### src/sv/gtl_pkg.sv
// ----------------------------------------------------------------------------
// gtl_pkg
// Shared widths, character codes, register indexes and helpers for the grid
// text loader.
// ----------------------------------------------------------------------------
package gtl_pkg;

   localparam int unsigned COORD_W = 32;
   localparam int unsigned COUNT_W = 31;
   localparam int unsigned BYTE_W  = 8;
   localparam int unsigned CSR_IDX_W = 2;

   typedef logic [COUNT_W-1:0] count_type;
   typedef logic [COORD_W-1:0] coord_type;
   typedef logic [BYTE_W-1:0]  byte_type;

   localparam count_type COUNT_MAX = '1;

   localparam byte_type CHAR_FF    = 8'h0C;
   localparam byte_type CHAR_CR    = 8'h0D;
   localparam byte_type CHAR_LF    = 8'h0A;
   localparam byte_type CHAR_SPACE = 8'h20;

   typedef enum logic [CSR_IDX_W-1:0] {
      CSR_OFFSET_X    = 2'd0,
      CSR_OFFSET_Y    = 2'd1,
      CSR_BINARY_MODE = 2'd2,
      CSR_UNUSED      = 2'd3
   } csr_index_type;

   function automatic count_type sat_inc(input count_type v);
      return (v == COUNT_MAX) ? COUNT_MAX : count_type'(v + count_type'(1));
   endfunction

   function automatic count_type count_max(input count_type a, input count_type b);
      return (a > b) ? a : b;
   endfunction

endpackage

### src/sv/gtl_if.sv
// ----------------------------------------------------------------------------
// gtl_req_if / gtl_rsp_if
// Valid/ready channels for the byte requests and the loader results.
// ----------------------------------------------------------------------------
interface gtl_req_if;
   logic                 valid;
   logic                 ready;
   gtl_pkg::byte_type    data_byte;
   logic                 final_byte;

   modport source (output valid, output data_byte, output final_byte, input ready);
   modport sink   (input valid, input data_byte, input final_byte, output ready);
endinterface

interface gtl_rsp_if;
   logic                                 valid;
   logic                                 ready;
   logic                                 is_write;
   logic signed [gtl_pkg::COORD_W-1:0]   cell_x;
   logic signed [gtl_pkg::COORD_W-1:0]   cell_y;
   gtl_pkg::byte_type                    cell_value;
   gtl_pkg::count_type                   size_x;
   gtl_pkg::count_type                   size_y;
   logic                                 last;

   modport source (output valid, output is_write, output cell_x, output cell_y,
                   output cell_value, output size_x, output size_y, output last,
                   input ready);
   modport sink   (input valid, input is_write, input cell_x, input cell_y,
                   input cell_value, input size_x, input size_y, input last,
                   output ready);
endinterface

### src/sv/grid_text_loader_at_offset.sv
// ----------------------------------------------------------------------------
// grid_text_loader_at_offset
// Turns a stream of file bytes into cell writes at a configured grid offset,
// followed by a size report on the final byte.
// ----------------------------------------------------------------------------
// One request (one byte) is taken per cycle while the result channel is
// ready. Each request is decoded combinationally against the column, row,
// widest-line and pending-CR registers and its results are registered in a
// two-entry result register: one slot for a cell write, one for the size
// report. A byte that yields at most one result keeps the full rate; a final
// byte that is also written yields two results and so holds off the next
// request while both leave the result register. Configuration writes are
// taken any time but must only be issued while the loader is idle.
// ----------------------------------------------------------------------------
module grid_text_loader_at_offset (
   input  logic                                  clock,
   input  logic                                  reset,
   gtl_req_if.sink                               req_chan,
   gtl_rsp_if.source                             rsp_chan,
   input  logic                                  csr_write_enable,
   input  logic [gtl_pkg::CSR_IDX_W-1:0]         csr_index,
   input  logic [gtl_pkg::COORD_W-1:0]           csr_data
);

   // configuration
   gtl_pkg::coord_type  offset_x_ff;
   gtl_pkg::coord_type  offset_y_ff;
   logic                binary_mode_ff;

   // file state
   gtl_pkg::count_type  column_ff, column_in;
   gtl_pkg::count_type  row_ff, row_in;
   gtl_pkg::count_type  widest_ff, widest_in;
   logic                cr_pending_ff, cr_pending_in;

   // result slots
   logic                wr_valid_ff, wr_valid_in;
   gtl_pkg::coord_type  wr_x_ff, wr_x_in;
   gtl_pkg::coord_type  wr_y_ff, wr_y_in;
   gtl_pkg::byte_type   wr_value_ff, wr_value_in;
   logic                rep_valid_ff, rep_valid_in;
   gtl_pkg::count_type  rep_x_ff, rep_x_in;
   gtl_pkg::count_type  rep_y_ff, rep_y_in;

   // decode
   gtl_pkg::byte_type   data;
   logic                is_ff, is_cr, is_lf, is_other;
   logic                do_end, advance, emit_write;
   gtl_pkg::count_type  col_e, row_e, wid_e, col_n;
   logic                cr_n;

   logic                req_fire, rsp_fire;

   assign req_fire = req_chan.valid && req_chan.ready;
   assign rsp_fire = rsp_chan.valid && rsp_chan.ready;

   always_ff @(posedge clock) begin
      if (reset) begin
         offset_x_ff    <= '0;
         offset_y_ff    <= '0;
         binary_mode_ff <= 1'b0;
      end else if (csr_write_enable) begin
         unique case (gtl_pkg::csr_index_type'(csr_index))
            gtl_pkg::CSR_OFFSET_X:    offset_x_ff    <= csr_data;
            gtl_pkg::CSR_OFFSET_Y:    offset_y_ff    <= csr_data;
            gtl_pkg::CSR_BINARY_MODE: binary_mode_ff <= csr_data[0];
            default: ;
         endcase
      end
   end

   always_comb begin
      data     = req_chan.data_byte;
      is_ff    = !binary_mode_ff && (data == gtl_pkg::CHAR_FF);
      is_cr    = !binary_mode_ff && (data == gtl_pkg::CHAR_CR);
      is_lf    = !binary_mode_ff && (data == gtl_pkg::CHAR_LF);
      is_other = !binary_mode_ff && !is_ff && !is_cr && !is_lf;

      do_end  = is_lf || ((is_cr || is_other) && cr_pending_ff);
      col_e   = do_end ? '0 : column_ff;
      row_e   = do_end ? gtl_pkg::sat_inc(row_ff) : row_ff;
      wid_e   = do_end ? gtl_pkg::count_max(column_ff, widest_ff) : widest_ff;

      advance    = binary_mode_ff || is_other;
      emit_write = advance && (data != gtl_pkg::CHAR_SPACE);
      col_n      = advance ? gtl_pkg::sat_inc(col_e) : col_e;

      priority if (binary_mode_ff || is_ff) begin
         cr_n = cr_pending_ff;
      end else if (is_cr) begin
         cr_n = 1'b1;
      end else begin
         cr_n = 1'b0;
      end

      wr_x_in     = gtl_pkg::coord_type'(offset_x_ff + {1'b0, col_e});
      wr_y_in     = binary_mode_ff ? offset_y_ff
                                   : gtl_pkg::coord_type'(offset_y_ff + {1'b0, row_e});
      wr_value_in = data;
      rep_x_in    = gtl_pkg::count_max(col_n, wid_e);
      rep_y_in    = binary_mode_ff ? '0 : (cr_n ? gtl_pkg::sat_inc(row_e) : row_e);

      if (req_chan.final_byte) begin
         column_in     = '0;
         row_in        = '0;
         widest_in     = '0;
         cr_pending_in = 1'b0;
      end else begin
         column_in     = col_n;
         row_in        = row_e;
         widest_in     = wid_e;
         cr_pending_in = cr_n;
      end
   end

   // slot valid bits: the write slot drains first
   always_comb begin
      wr_valid_in  = wr_valid_ff;
      rep_valid_in = rep_valid_ff;
      if (rsp_fire) begin
         if (wr_valid_ff) begin
            wr_valid_in = 1'b0;
         end else begin
            rep_valid_in = 1'b0;
         end
      end
      if (req_fire) begin
         wr_valid_in  = emit_write;
         rep_valid_in = req_chan.final_byte;
      end
   end

   assign req_chan.ready = !(wr_valid_ff || rep_valid_ff) ||
                           ((wr_valid_ff != rep_valid_ff) && rsp_chan.ready);

   always_ff @(posedge clock) begin
      if (reset) begin
         column_ff     <= '0;
         row_ff        <= '0;
         widest_ff     <= '0;
         cr_pending_ff <= 1'b0;
         wr_valid_ff   <= 1'b0;
         rep_valid_ff  <= 1'b0;
      end else begin
         wr_valid_ff  <= wr_valid_in;
         rep_valid_ff <= rep_valid_in;
         if (req_fire) begin
            column_ff     <= column_in;
            row_ff        <= row_in;
            widest_ff     <= widest_in;
            cr_pending_ff <= cr_pending_in;
         end
      end
   end

   always_ff @(posedge clock) begin
      if (req_fire) begin
         wr_x_ff     <= wr_x_in;
         wr_y_ff     <= wr_y_in;
         wr_value_ff <= wr_value_in;
         rep_x_ff    <= rep_x_in;
         rep_y_ff    <= rep_y_in;
      end
   end

   always_comb begin
      rsp_chan.valid      = wr_valid_ff || rep_valid_ff;
      rsp_chan.is_write   = wr_valid_ff;
      rsp_chan.last       = !wr_valid_ff;
      rsp_chan.cell_x     = wr_valid_ff ? wr_x_ff : '0;
      rsp_chan.cell_y     = wr_valid_ff ? wr_y_ff : '0;
      rsp_chan.cell_value = wr_valid_ff ? wr_value_ff : '0;
      rsp_chan.size_x     = wr_valid_ff ? '0 : rep_x_ff;
      rsp_chan.size_y     = wr_valid_ff ? '0 : rep_y_ff;
   end

`ifndef SYNTHESIS
   a_no_accept_when_full: assert property (@(posedge clock) disable iff (reset)
      req_fire |-> !(wr_valid_ff && rep_valid_ff))
      else $error("request accepted with both result slots occupied");

   a_report_follows_write: assert property (@(posedge clock) disable iff (reset)
      (rsp_fire && wr_valid_ff && rep_valid_ff) |=> (rep_valid_ff && !wr_valid_ff))
      else $error("size report lost after write drained");

   a_final_clears_state: assert property (@(posedge clock) disable iff (reset)
      (req_fire && req_chan.final_byte) |=>
         (column_ff == '0 && row_ff == '0 && widest_ff == '0 && !cr_pending_ff))
      else $error("file state not cleared after final byte");

   a_final_gives_report: assert property (@(posedge clock) disable iff (reset)
      (req_fire && req_chan.final_byte) |=> rep_valid_ff)
      else $error("final byte did not produce a size report");
`endif

endmodule
### src/flat_wrapper.sv
// flat-port wrapper written by rule: the top's interface ports become plain ports
module grid_text_loader_at_offset_flat 
  (clock, reset, csr_write_enable, csr_index, csr_data, req_chan_valid, req_chan_data_byte, req_chan_final_byte, req_chan_ready, rsp_chan_valid, rsp_chan_is_write, rsp_chan_cell_x, rsp_chan_cell_y, rsp_chan_cell_value, rsp_chan_size_x, rsp_chan_size_y, rsp_chan_last, rsp_chan_ready);
  gtl_req_if req_chan_i ();
  gtl_rsp_if rsp_chan_i ();
  input  logic clock;
  input  logic reset;
  input  logic csr_write_enable;
  input  logic [gtl_pkg::CSR_IDX_W-1:0] csr_index;
  input  logic [gtl_pkg::COORD_W-1:0] csr_data;
  input wire logic [$bits(req_chan_i.valid)-1:0] req_chan_valid;
  input wire logic [$bits(req_chan_i.data_byte)-1:0] req_chan_data_byte;
  input wire logic [$bits(req_chan_i.final_byte)-1:0] req_chan_final_byte;
  output wire logic [$bits(req_chan_i.ready)-1:0] req_chan_ready;
  output wire logic [$bits(rsp_chan_i.valid)-1:0] rsp_chan_valid;
  output wire logic [$bits(rsp_chan_i.is_write)-1:0] rsp_chan_is_write;
  output wire logic [$bits(rsp_chan_i.cell_x)-1:0] rsp_chan_cell_x;
  output wire logic [$bits(rsp_chan_i.cell_y)-1:0] rsp_chan_cell_y;
  output wire logic [$bits(rsp_chan_i.cell_value)-1:0] rsp_chan_cell_value;
  output wire logic [$bits(rsp_chan_i.size_x)-1:0] rsp_chan_size_x;
  output wire logic [$bits(rsp_chan_i.size_y)-1:0] rsp_chan_size_y;
  output wire logic [$bits(rsp_chan_i.last)-1:0] rsp_chan_last;
  input wire logic [$bits(rsp_chan_i.ready)-1:0] rsp_chan_ready;
  assign req_chan_i.valid = req_chan_valid;
  assign req_chan_i.data_byte = req_chan_data_byte;
  assign req_chan_i.final_byte = req_chan_final_byte;
  assign req_chan_ready = req_chan_i.ready;
  assign rsp_chan_valid = rsp_chan_i.valid;
  assign rsp_chan_is_write = rsp_chan_i.is_write;
  assign rsp_chan_cell_x = rsp_chan_i.cell_x;
  assign rsp_chan_cell_y = rsp_chan_i.cell_y;
  assign rsp_chan_cell_value = rsp_chan_i.cell_value;
  assign rsp_chan_size_x = rsp_chan_i.size_x;
  assign rsp_chan_size_y = rsp_chan_i.size_y;
  assign rsp_chan_last = rsp_chan_i.last;
  assign rsp_chan_i.ready = rsp_chan_ready;
  grid_text_loader_at_offset u_core (.clock(clock), .reset(reset), .req_chan(req_chan_i), .rsp_chan(rsp_chan_i), .csr_write_enable(csr_write_enable), .csr_index(csr_index), .csr_data(csr_data));
endmodule
### config.mk
export PLATFORM = sky130hd
export DESIGN_NAME = grid_text_loader_at_offset_flat
export DESIGN_NICKNAME = d
export VERILOG_FILES = /design/src/sv/gtl_pkg.sv /design/src/sv/gtl_if.sv /design/src/sv/grid_text_loader_at_offset.sv /design/src/flat_wrapper.sv
export SDC_FILE = /design/constraint.sdc
export NUM_CORES = 1
export LEC_CHECK = 0
export BUFFER_PORTS_ARGS = -buffer_cell sky130_fd_sc_hd__buf_2
export CAP_MARGIN = 15
export CORE_UTILIZATION = 30
export CTS_CLUSTER_SIZE = 12
export DETAILED_ROUTE_END_ITERATION = 7
export PLACE_DENSITY = 0.44
export SLEW_MARGIN = 20
export SYNTH_ARGS = -nofsm -noshare
export SYNTH_HDL_FRONTEND = slang
export SYNTH_SLANG_ARGS = --single-unit
### constraint.sdc
create_clock -name clock -period 16.2 [get_ports clock]
set_input_delay 2.43 -clock clock [delete_from_list [all_inputs] [get_ports clock]]
set_output_delay 2.43 -clock clock [all_outputs]
set_load 0.005 [all_outputs]
== After elaboration in Yosys (flattened, before gate mapping) ==
Cells that the tools add are included.
Word-level totals
  output and inout port bits: 138
  bits of input ports: 48
  word-level logic and storage cells: 88
  register bits: 295
Operators by class
  reductions and logical operators: 29
  multiplexer cells: 27
  add/subtract/negate cells: 5
  magnitude comparators: 2
  equality and inequality tests: 11
Operators by type and width (count)
  31-bit two-way mux: 15
  32-bit two-way mux: 3
  31-bit by 1-bit adder with 31-bit output, second input constant: 3
  31-bit == test, second input constant: 3
  32-bit by 31-bit adder with 32-bit output: 2
  31-bit greater-than comparator: 2
  8-bit by 4-bit == test with 1-bit output, second input constant: 3
  1-bit logical AND: 11
  1-bit two-way mux: 8
  8-bit two-way mux: 1
  8-bit by 6-bit != test with 1-bit output, second input constant: 1
  2-bit AND reduction: 4
  1-bit logical NOT: 6
  1-bit logical OR: 6
  2-bit by 1-bit == test with 1-bit output, second input constant: 1
  2-bit == test, second input constant: 1
  2-bit logical NOT: 1
  2-bit != test, second input constant: 1
  2-bit nonzero test: 1
  1-bit != test: 1

== Depth between registers and ports, before layout ==
Gate-level depths: netlist (run 1).
  depth in word-level cells: 15
  depth in mapped cells: 27
  gate-level depth less buffers: 25

== Worst setup path before layout (run 1) ==
Ideal clock, no wire load.
  path type: input to register
  start: input req_chan_data_byte[3]
  end: register u_core.rep_x_ff[0] (data pin)
  slack: 8650 ps
  arrival: 7271 ps
  setup time: 279 ps
  stages: 26
  cells stage by stage: nor2b_1 a41o_1 o21ai_2 nand2_1 clkbuf_1 clkbuf_1 and2_1 ha_1 nand4_1 nor3_1 nand3_1 xnor2_1 nand2_1 ha_1 a21o_1 a21o_1 a21o_1 a21oi_1 nor2b_1 o21ai_0 nand2b_1 a21oi_1 nor3_1 o21ai_1 clkbuf_1 mux2i_1
Between the ends
  word-level cells in the longest chain between the ends: 15
Ends and longest elaborated chain
  start, declared: line flat_wrapper.sv:12  | input wire logic [$bits(req_chan_i.data_byte)-1:0] req_chan_data_byte;
  8-bit by 4-bit == test with 1-bit output: line grid_text_loader_at_offset.sv:74  | is_ff = !binary_mode_ff && (data == gtl_pkg::CHAR_FF);
  1-bit logical AND: line grid_text_loader_at_offset.sv:74
  1-bit logical NOT: line grid_text_loader_at_offset.sv:77  | is_other = !binary_mode_ff && !is_ff && !is_cr && !is_lf;
  1-bit logical AND (3 in series): line grid_text_loader_at_offset.sv:77
  1-bit logical OR: line grid_text_loader_at_offset.sv:79  | do_end = is_lf || ((is_cr || is_other) && cr_pending_ff);
  1-bit logical AND: line grid_text_loader_at_offset.sv:79
  1-bit logical OR: line grid_text_loader_at_offset.sv:79
  31-bit two-way mux: line grid_text_loader_at_offset.sv:80  | col_e = do_end ? '0 : column_ff;
  31-bit by 1-bit adder with 31-bit output or 31-bit == test (tied branches): line gtl_pkg.sv:32  | return (v == COUNT_MAX) ? COUNT_MAX : count_type'(v + count_type'(1));
  31-bit two-way mux: line gtl_pkg.sv:32
  31-bit two-way mux: line grid_text_loader_at_offset.sv:86  | col_n = advance ? gtl_pkg::sat_inc(col_e) : col_e;
  31-bit greater-than comparator: line gtl_pkg.sv:36  | return (a > b) ? a : b;
  31-bit two-way mux (*): line gtl_pkg.sv:36
  named net u_core.rep_x_in[0]: line grid_text_loader_at_offset.sv:42  | gtl_pkg::count_type rep_x_ff, rep_x_in;
  end signal, assigned: line grid_text_loader_at_offset.sv:161  | rep_x_ff <= rep_x_in;
  end, declared: line grid_text_loader_at_offset.sv:42
The timed path passes the listed nets; every way through them passes the cells marked *.
A chain may end at the register's enable or synchronous reset.

== Worst setup path in the final report (run 1) ==
  start: input req_chan_data_byte[4]
  end: register u_core.rep_x_ff[4] (data pin)
Same word-level chain as after synthesis.

==> results of run 1 <==
worst paths after layout:
path	end	from
setup / recovery	u_core.rep_x_ff[4]	req_chan_data_byte[4]
hold / removal	u_core.offset_x_ff[25]	u_core.offset_x_ff[25]
hold reg to reg	u_core.offset_x_ff[25]	u_core.offset_x_ff[25]
setup reg to reg	u_core.rep_x_ff[4]	u_core.column_ff[29]
per-stage QoR:
| step | cells | cell area [um^2] | hold WS (ns) | total power, mW |
|---|---|---|---|---|
| 2_1_floorplan | 2161 | 19100 | 0.441 | 0.937 |
| 3_3_place_gp | 3104 | 20700 | 0.451 | 1.01 |
| 3_5_place_dp | 3104 | 20700 | 0.459 | 1.01 |
| 4_1_cts | 3175 | 22000 | 0.467 | 1.87 |
| 5_1_grt | 3175 | 22000 | 0.484 | 1.91 |
| 6_report | 3176 | 22000 | 0.467 | 1.84 |
cells in the mapped netlist (4+ instances only):
cell type,number
a211o_1,4
a211oi_1,17
a21o_1,49
a21oi_1,148
a21oi_2,17
a22oi_1,50
a31o_2,5
a31oi_1,14
a41oi_1,4
and2_1,108
and3_1,27
and4_1,17
buf_2,5
buf_4,12
clkbuf_1,84
dfxtp_1,161
edfxtp_1,134
ha_1,127
inv_1,105
mux2_2,13
mux2i_1,66
nand2_1,312
nand2b_1,15
nand3_1,47
nand3b_1,4
nand4_1,36
nand4b_1,5
nor2_1,109
nor2b_1,81
nor3_1,27
nor4_1,11
nor4b_1,4
o211ai_1,6
o21a_1,15
o21ai_0,110
o21bai_1,8
o22a_1,7
o22ai_1,4
o31ai_1,5
or2_2,6
or3_1,4
xnor2_1,62
xor2_1,44
cells by family (layout without fill, tap and decap cells):
family	count (synthesis)	in the layout	share of synthesized area, %
buffers and inverters	213	381	4.79
muxes	79	79	4.23
AOI/OAI and AO/OA	498	498	16.8
other	0	1	0
and+or+nand+nor	840	840	22.7
adders and majority gates	130	130	8.59
xor gates and xnor gates	106	106	4.87
DFF	295	295	38.0
power groups by stage:
stage	clock network, mW	registers [mW]	logic (mW)
after detailed placement	0	0.850	0.164
after floorplan	0	0.840	0.0966
after CTS	0.873	0.835	0.164
after global routing	0.897	0.838	0.178
final	0.846	0.834	0.161
after global placement	0	0.850	0.163
per-layer routing:
layer	vias to the layer above	global-route usage [%]
li1	7968	-
met1	7760	26.7
met5	-	0
met2	346	32.0
met3	63	2.48
met4	2	4.89
sequential cells by signal (all words and copies together) (netlist names), 8 cells and up:
signal / cells
u_core.wr_value_ff: 8
u_core.column_ff: 31
u_core.offset_y_ff: 32
u_core.offset_x_ff: 32
u_core.rep_y_ff: 31
u_core.row_ff: 31
u_core.wr_y_ff: 32
u_core.widest_ff: 31
u_core.wr_x_ff: 32
u_core.rep_x_ff: 31
critical path: cells and delay by family:
kind,cells,cell delay [ns]
buffers and inverters,5,1.24
and+or+nand+nor,11,2.65
xor gates and xnor gates,1,0.16
adders and majority gates,2,0.54
muxes,1,0.28
AOI/OAI and AO/OA,7,1.59
area by class of cell:
cell class	instances	area, um^2	share of cell area, %
antenna	1	2.50	0.0114
clock buffer	60	1150	5.23
clock inverter	11	75.1	0.342
inverter	105	399	1.82
multi-input combinational	1653	11000	49.9
sequential	295	7250	33.0
tap	846	1060	4.82
timing repair buffer	205	1080	4.91
==> flow_summary.ini, run 1 <==
[detailed_routing]
dr.max_layer_used = met5
wirelength_met1_mm = 29.6
drcViolationCount = 0
dr.first_iter.drc_count = 849
vias = 16100
wirelength_mm = 62.9
met2_wirelength_mm = 29.2
drt_pass1_iterations = 5
routed_antenna_nets = 0
route.detailed.wl_per_inst_um = 19.8
via_per_inst = 5.08
route.met3.wl_mm = 2.90

[power]
power.combinational.fraction_pct = 8.7
power.sequential.fraction_pct = 45.3
net-switching-power_uw = 466
power.switching_fraction_pct = 25.3
internal_power_mw = 1.37
power_frac_clock_pct = 46.0
power.static_leakage_nw = 9.13
powerDensity_mw_per_mm2 = 83.7
highest_ir_drop_seen_on_vdd_mv = 0.0675

[die]
die_area_mm2 = 0.0646
ioPinCount = 186
placementRows = 92
coreArea_mm2 = 0.0630
initial_core_util_pct = 30.3
fp.dieH_um = 254
die_w_um = 254

[synthesis]
ys_seq_area_share_pct = 38.0
synth_async_sr_flop_share_pct = 0
syn_inst = 2161
library_cell_occupying_the_most_area_in_the_post_synthesis_netlist = edfxtp_1
post_synthesis_net_count = 2338
yosys_register_bits = 295
ys_dominant_reg_cell = dfxtp_1
synth.yosys.warnings = 0
yosysUniqueCellTypes = 94
synth.top_cell.area_share_pct = 21.1
synth.top_cells.by_area = edfxtp_1 21%, dfxtp_1 17%, ha_1 8.3%, nand2_1 6.1%, a21oi_1 3.9%
syn_area_mm2 = 0.0191
synthesized_area_per_cell_um2 = 8.83
number_of_enable_type_register_cells_in_the_synthesized_netlist = 134

[critical_path]
setup.reg_to_reg.worst_slack_ns = 9.49
cpMaxStageDelayCell = nor3_1
critPathCaptureType = register
crit_fanout = 38
number_of_cells_on_the_worst_reg_to_reg_path = 22
required_ns = 16.58
critPathMostFrequentCell = buf_4
arrival_ns = 8.96
cp-start-kind = input port
setup.worst_path.class = input port to register
crit_path_max_incr_delay_ns = 0.81

[clocking]
clkSlewWorstSetupHoldPaths_ns = 0.05
post_cts.repair.setup_buffers = 0
holdBufCountCts = 0
cts_tree = built
cts_num_sinks = 295
clk-insertion-delay-late_ns = 0.56
buffer_levels_on_the_longest_clock_path = 3
ctsRootBufferMaster = clkbuf_16
cts.repair.resized = 0
clock_tree.htree_level_count = 2
numCtsBuffers = 39

[sta]
slew_headroom_pct = 36.0
post-route-min-period_ns = 8.58
fmax_mhz = 117
final_setup_slack_of_the_worst_path_ns = 7.62
timing.final.hold_violations = 0
timing.clock.skew_ns = 0.0236
fin_crit_sh_pct = 53.0
tns_ns = 0
finalSetupViolations = 0
worst-slew-pin-transition_ns = 0.955
grt_setup_unrepaired = no
maxSlewViolCount = 0

[global_route]
gr-usage-all-layers_pct = 19.4
grt_pass1_vias = 15600
grt_pass1_wl_mm = 96.4
grt_max_degree = 81
grt-ovfl-total = 0
antenna_violations_before_repair = 3

[worst_hold_path]
worst_hold_path_type = register to register
min_delay_path_depth = 2

[final_layout]
most_common_cell_after_layout_fill_and_taps_aside = nand2_1
post-route-util_pct = 34.9
final_nets = 2476
post_route_cells_drive_above_1_share_pct = 14.4
area.growth.synth_to_final_pct = 15.2
layout.cells.most_common_list = 311 x nand2_1, 184 x buf_2, 159 x dfxtp_1
num-fill-cells = 6642

[job]
maxCapViolations = 0

[placed_design]
portBuffers = 185
place_worst_setup_slack_ns = 7.15
place_hpwl_mm = 46.9
gp_routability_congestion = 0.864

[run_status]
run_status = complete, no violations
Power figures use the tool's default switching activity.
==> run 2, diff against run 1 <==
Settings changed: PLACE_DENSITY 0.44 to 0.46.
Clock period 16.2 ns to 7.7 ns, I/O delays scaled along.
==> run 2 against run 1 <==
Clock-buffer cell count fell by 10. Register-to-register slack got worse by 7.9 ns. Die area did not move. Critical path type unchanged. Largest cell class unchanged.
==> flow_summary.ini, run 2 (synthesis results as in run 1) <==
[run_status]
run_status = complete, no violations

[job]
maxCapViolations = 0

[clocking]
holdBufCountCts = 0
clkSlewWorstSetupHoldPaths_ns = 0.06
post_cts.repair.setup_buffers = 0
cts.repair.resized = 0
cts_num_sinks = 295
ctsRootBufferMaster = clkbuf_16
numCtsBuffers = 36
clk-insertion-delay-late_ns = 0.56
clock_tree.htree_level_count = 2
cts_tree = built
buffer_levels_on_the_longest_clock_path = 3

[final_layout]
num-fill-cells = 6623
area.growth.synth_to_final_pct = 15.2
post-route-util_pct = 34.9
most_common_cell_after_layout_fill_and_taps_aside = nand2_1
layout.cells.most_common_list = 311 x nand2_1, 184 x buf_2, 159 x dfxtp_1
post_route_cells_drive_above_1_share_pct = 14.8
final_nets = 2481

[detailed_routing]
met2_wirelength_mm = 29.0
wirelength_met1_mm = 31.2
route.met3.wl_mm = 3.01
routed_antenna_nets = 0
vias = 16300
dr.first_iter.drc_count = 1257
wirelength_mm = 64.8
dr.max_layer_used = met4
drt_pass1_iterations = 7
drcViolationCount = 0
via_per_inst = 5.13
route.detailed.wl_per_inst_um = 20.4

[critical_path]
setup.reg_to_reg.worst_slack_ns = 1.63
regToRegEndpoint = u_core.rep_x_ff[8]
crit_fanout = 19
critPathCaptureType = register
number_of_cells_on_the_worst_reg_to_reg_path = 22
arrival_ns = 6.64
cp-start-kind = input port
setup.worst_path.class = input port to register
required_ns = 8.09
critical_path.reg2reg.startpoint = u_core.column_ff[29]

[global_route]
grt_pass1_wl_mm = 97.1
grt-ovfl-total = 0
grt_max_degree = 79
grt_pass1_vias = 15500
antenna_violations_before_repair = 2
gr-usage-all-layers_pct = 19.8

[sta]
fin_crit_sh_pct = 81.2
maxSlewViolCount = 0
timing.final.hold_violations = 0
slew_headroom_pct = 37.8
tns_ns = 0
finalSetupViolations = 0
worst-slew-pin-transition_ns = 0.927
final_setup_slack_of_the_worst_path_ns = 1.45
post-route-min-period_ns = 6.25
grt_setup_unrepaired = no
timing.clock.skew_ns = 0.0278
fmax_mhz = 160

[worst_hold_path]
min_delay_path_depth = 2
min_to = u_core.offset_x_ff[12]
hold_start = u_core.offset_x_ff[12]
worst_hold_path_type = register to register

[power]
design_power_total_mw = 3.79
highest_ir_drop_seen_on_vdd_mv = 0.118
powerDensity_mw_per_mm2 = 173
power.static_leakage_nw = 9.13

[placed_design]
place_hpwl_mm = 48.1
place_worst_setup_slack_ns = 0.948
portBuffers = 185
gp_routability_congestion = 0.896

[die]
die_area_mm2 = 0.0646
initial_core_util_pct = 30.3
die_w_um = 254
coreArea_mm2 = 0.0630
ioPinCount = 186
fp.dieH_um = 254
placementRows = 92
run 2: cell count changes in the layout (fill, tap and decap cells not counted), moves of 2 or more:
cell and change:
clkinv_1 +2, diode_2 +4, buf_4 +8, clkbuf_1 -7, clkbuf_16 -4, inv_6 +2
clkinvlp_4 +2
run 2: worst max-delay path, cell delays in order:
cell	delay, ns
buf_2	0.12
nor3_4	0.27
a41o_1	0.26
o21a_4	0.31
nor2_1	0.23
nor2_1	0.32
ha_1	0.26
nand4_1	0.19
nor3_1	0.72
and4_1	0.32
nand4_1	0.15
xnor2_1	0.17
nor2_1	0.17
inv_1	0.07
ha_1	0.30
a21o_1	0.16
a21oi_1	0.14
nor2b_1	0.06
o21ai_0	0.14
nand2b_1	0.07
a21oi_1	0.14
nand2_1	0.10
o21ai_4	0.14
buf_4	0.36
mux2i_1	0.28
run 2: metal layers:
layer	track usage, %	vias up
met4	5.73	0
met1	28.0	7840
li1	-	7996
met3	2.54	72
met5	0	-
met2	31.5	406
run 2: cell type report:
cell class	count	area, um^2	share of cell area [%]
Multi-Input combinational cell	1653	11000	49.9
Clock inverter	16	110	0.501
Sequential cell	295	7250	33.0
Antenna cell	5	12.5	0.0570
Clock buffer	50	1040	4.72
Tap cell	846	1060	4.82
Timing Repair Buffer	213	1140	5.18
Inverter	105	399	1.82
run 2: worst max-delay path by stage:
stage | start | end | slack, ns
after floorplan | req_chan_data_byte[3] | u_core.rep_x_ff[0] | 1.43
after global placement | req_chan_data_byte[4] | u_core.rep_x_ff[4] | 1.03
after detailed placement | req_chan_data_byte[4] | u_core.rep_x_ff[2] | 0.95
after CTS | req_chan_data_byte[4] | u_core.rep_x_ff[2] | 1.53
after global routing | req_chan_data_byte[4] | u_core.rep_x_ff[8] | 1.02
final | req_chan_data_byte[4] | u_core.rep_x_ff[8] | 1.45
run 2: metrics by stage:
stage / hold slack [ns] / instances / area [um^2]
finish: 0.463 / 3183 / 22000
detailed placement: 0.460 / 3112 / 20800
global route: 0.487 / 3179 / 22000
CTS: 0.468 / 3178 / 22000
floorplan: 0.441 / 2161 / 19100
global placement: 0.454 / 3112 / 20800
run 2: report_power, final:
| part | total (mW) | internal (mW) | switching, mW |
|---|---|---|---|
| clock network | 1.69 | 0.976 | 0.716 |
| logic | 0.345 | 0.120 | 0.225 |
| registers | 1.75 | 1.72 | 0.0389 |
==> run 3, diff against run 2 <==
Settings changed: PLACE_DENSITY 0.46 to 0.44.
Clock period 7.7 ns to 5.77 ns, I/O delays scaled along.
==> run 3 against run 2 <==
Non-clock buffer count is 67 higher. Total power is 44% higher. Critical path depth is 3 lower. First-iteration DRC count is 6.2% lower. Critical path type unchanged. Highest routed layer is now met5.
==> flow_summary.ini, run 3 (synthesis results as in run 1) <==
[sta]
maxSlewViolCount = 0
fmax_mhz = 187
timing.final.hold_violations = 0
final_setup_slack_of_the_worst_path_ns = 0.427
timing.clock.skew_ns = 0.0124
fin_crit_sh_pct = 92.6
finalSetupViolations = 0
grt_setup_unrepaired = no
holdWs_ns = 0.464
post-route-min-period_ns = 5.34
worst-slew-pin-transition_ns = 1.02
slew_headroom_pct = 31.8

[placed_design]
place_hpwl_mm = 47.5
place_worst_setup_slack_ns = -0.230
detailed_place.area_mm2 = 0.0214
portBuffers = 185
gp_routability_congestion = 0.860

[detailed_routing]
dr.first_iter.drc_count = 1179
route.detailed.wl_per_inst_um = 19.5
via_per_inst = 5.11
routed_antenna_nets = 0
wirelength_mm = 63.3
drt_pass1_iterations = 5
drcViolationCount = 0
vias = 16600

[power]
highest_ir_drop_seen_on_vdd_mv = 0.147
power.static_leakage_nw = 9.58
powerDensity_mw_per_mm2 = 239

[critical_path]
required_ns = 6.13
number_of_cells_on_the_worst_reg_to_reg_path = 18
cp-start-kind = input port
setup.worst_path.class = input port to register
critPathCaptureType = register
arrival_ns = 5.71
crit_fanout = 7
setup.reg_to_reg.worst_slack_ns = 0.44

[global_route]
grt-ovfl-total = 0
grt_pass1_vias = 15700
gr-usage-all-layers_pct = 19.4
grt_pass1_wl_mm = 95.4
antenna_violations_before_repair = 1
grt_max_degree = 116

[clocking]
numCtsBuffers = 39
clkSlewWorstSetupHoldPaths_ns = 0.06
holdBufCountCts = 0
buffer_levels_on_the_longest_clock_path = 3
cts_tree = built
ctsRootBufferMaster = clkbuf_16
post_cts.repair.setup_buffers = 0
cts.repair.resized = 0
clock_tree.htree_level_count = 2
clk-insertion-delay-late_ns = 0.56
cts_num_sinks = 295

[final_layout]
most_common_cell_after_layout_fill_and_taps_aside = nand2_1
layout.cells.most_common_list = 311 x nand2_1, 184 x buf_2, 159 x dfxtp_1
post_route_cells_drive_above_1_share_pct = 17.6
final_nets = 2551
finish.instance_area_mm2 = 0.0227
area.growth.synth_to_final_pct = 19.3

[die]
die_area_mm2 = 0.0646
placementRows = 92
die_w_um = 254
coreArea_mm2 = 0.0630
ioPinCount = 186
fp.dieH_um = 254
initial_core_util_pct = 30.3

[run_status]
run_status = complete, no violations

[worst_hold_path]
worst_hold_path_type = register to register
min_delay_path_depth = 2

[job]
maxCapViolations = 0
==> run 3: worst paths after layout <==
path / from / to
setup reg to reg: u_core.row_ff[2] / u_core.wr_y_ff[30]
hold / removal: u_core.offset_x_ff[17] / u_core.offset_x_ff[17]
hold reg to reg: u_core.offset_x_ff[17] / u_core.offset_x_ff[17]
setup / recovery: req_chan_data_byte[3] / u_core.rep_x_ff[3]
==> run 3: where the power goes <==
group | switching [mW] | internal (mW)
clock network | 0.988 | 1.65
registers | 0.0427 | 2.29
logic | 0.305 | 0.168
==> run 3: layout make-up <==
| type | instances | area (um^2) |
|---|---|---|
| fillers | 6503 | 40200 |
| multi-input cells | 1653 | 11000 |
| flip-flops and latches | 295 | 7250 |
| repair buffers | 280 | 1680 |
| clock buffers | 51 | 1090 |
| well taps | 846 | 1060 |
| inverters | 105 | 399 |
| clock inverters | 20 | 285 |
| diodes | 1 | 2.50 |
==> run 3: metrics by stage <==
step,instances,setup TNS [ns],utilization (%),power [mW]
2_1_floorplan,2161,0,-,2.63
3_3_place_gp,3179,-3.48,33.9,2.86
3_5_place_dp,3179,-6.28,33.9,2.86
4_1_cts,3250,0,36.1,5.54
5_1_grt,3250,0,36.1,5.65
6_report,3251,0,36.1,5.44
==> run 3: critical path, cell delays in order <==
cell     delay [ns]
buf_2          0.10
nor2b_1        0.30
a41o_1         0.27
o21ai_2        0.12
nand2_1        0.24
and2_1         0.22
ha_1           0.19
nand4_1        0.21
nor3_2         0.32
and4_1         0.27
nand4_1        0.19
nor2_1         0.16
xnor2_1        0.08
nor2_1         0.21
inv_1          0.08
ha_1           0.31
nand4_1        0.18
nor4_2         0.54
nand4_1        0.24
o21ai_4        0.14
buf_4          0.17
mux2i_1        0.28
==> run 3: metal layers <==
layer | vias up | track usage (%) | share of wire, %
met5 | - | 0 | 0.016
met4 | 2 | 5.42 | 2.2
met3 | 68 | 3.39 | 6.1
met2 | 475 | 29.4 | 43
met1 | 7942 | 27.9 | 49
li1 | 8124 | - | -
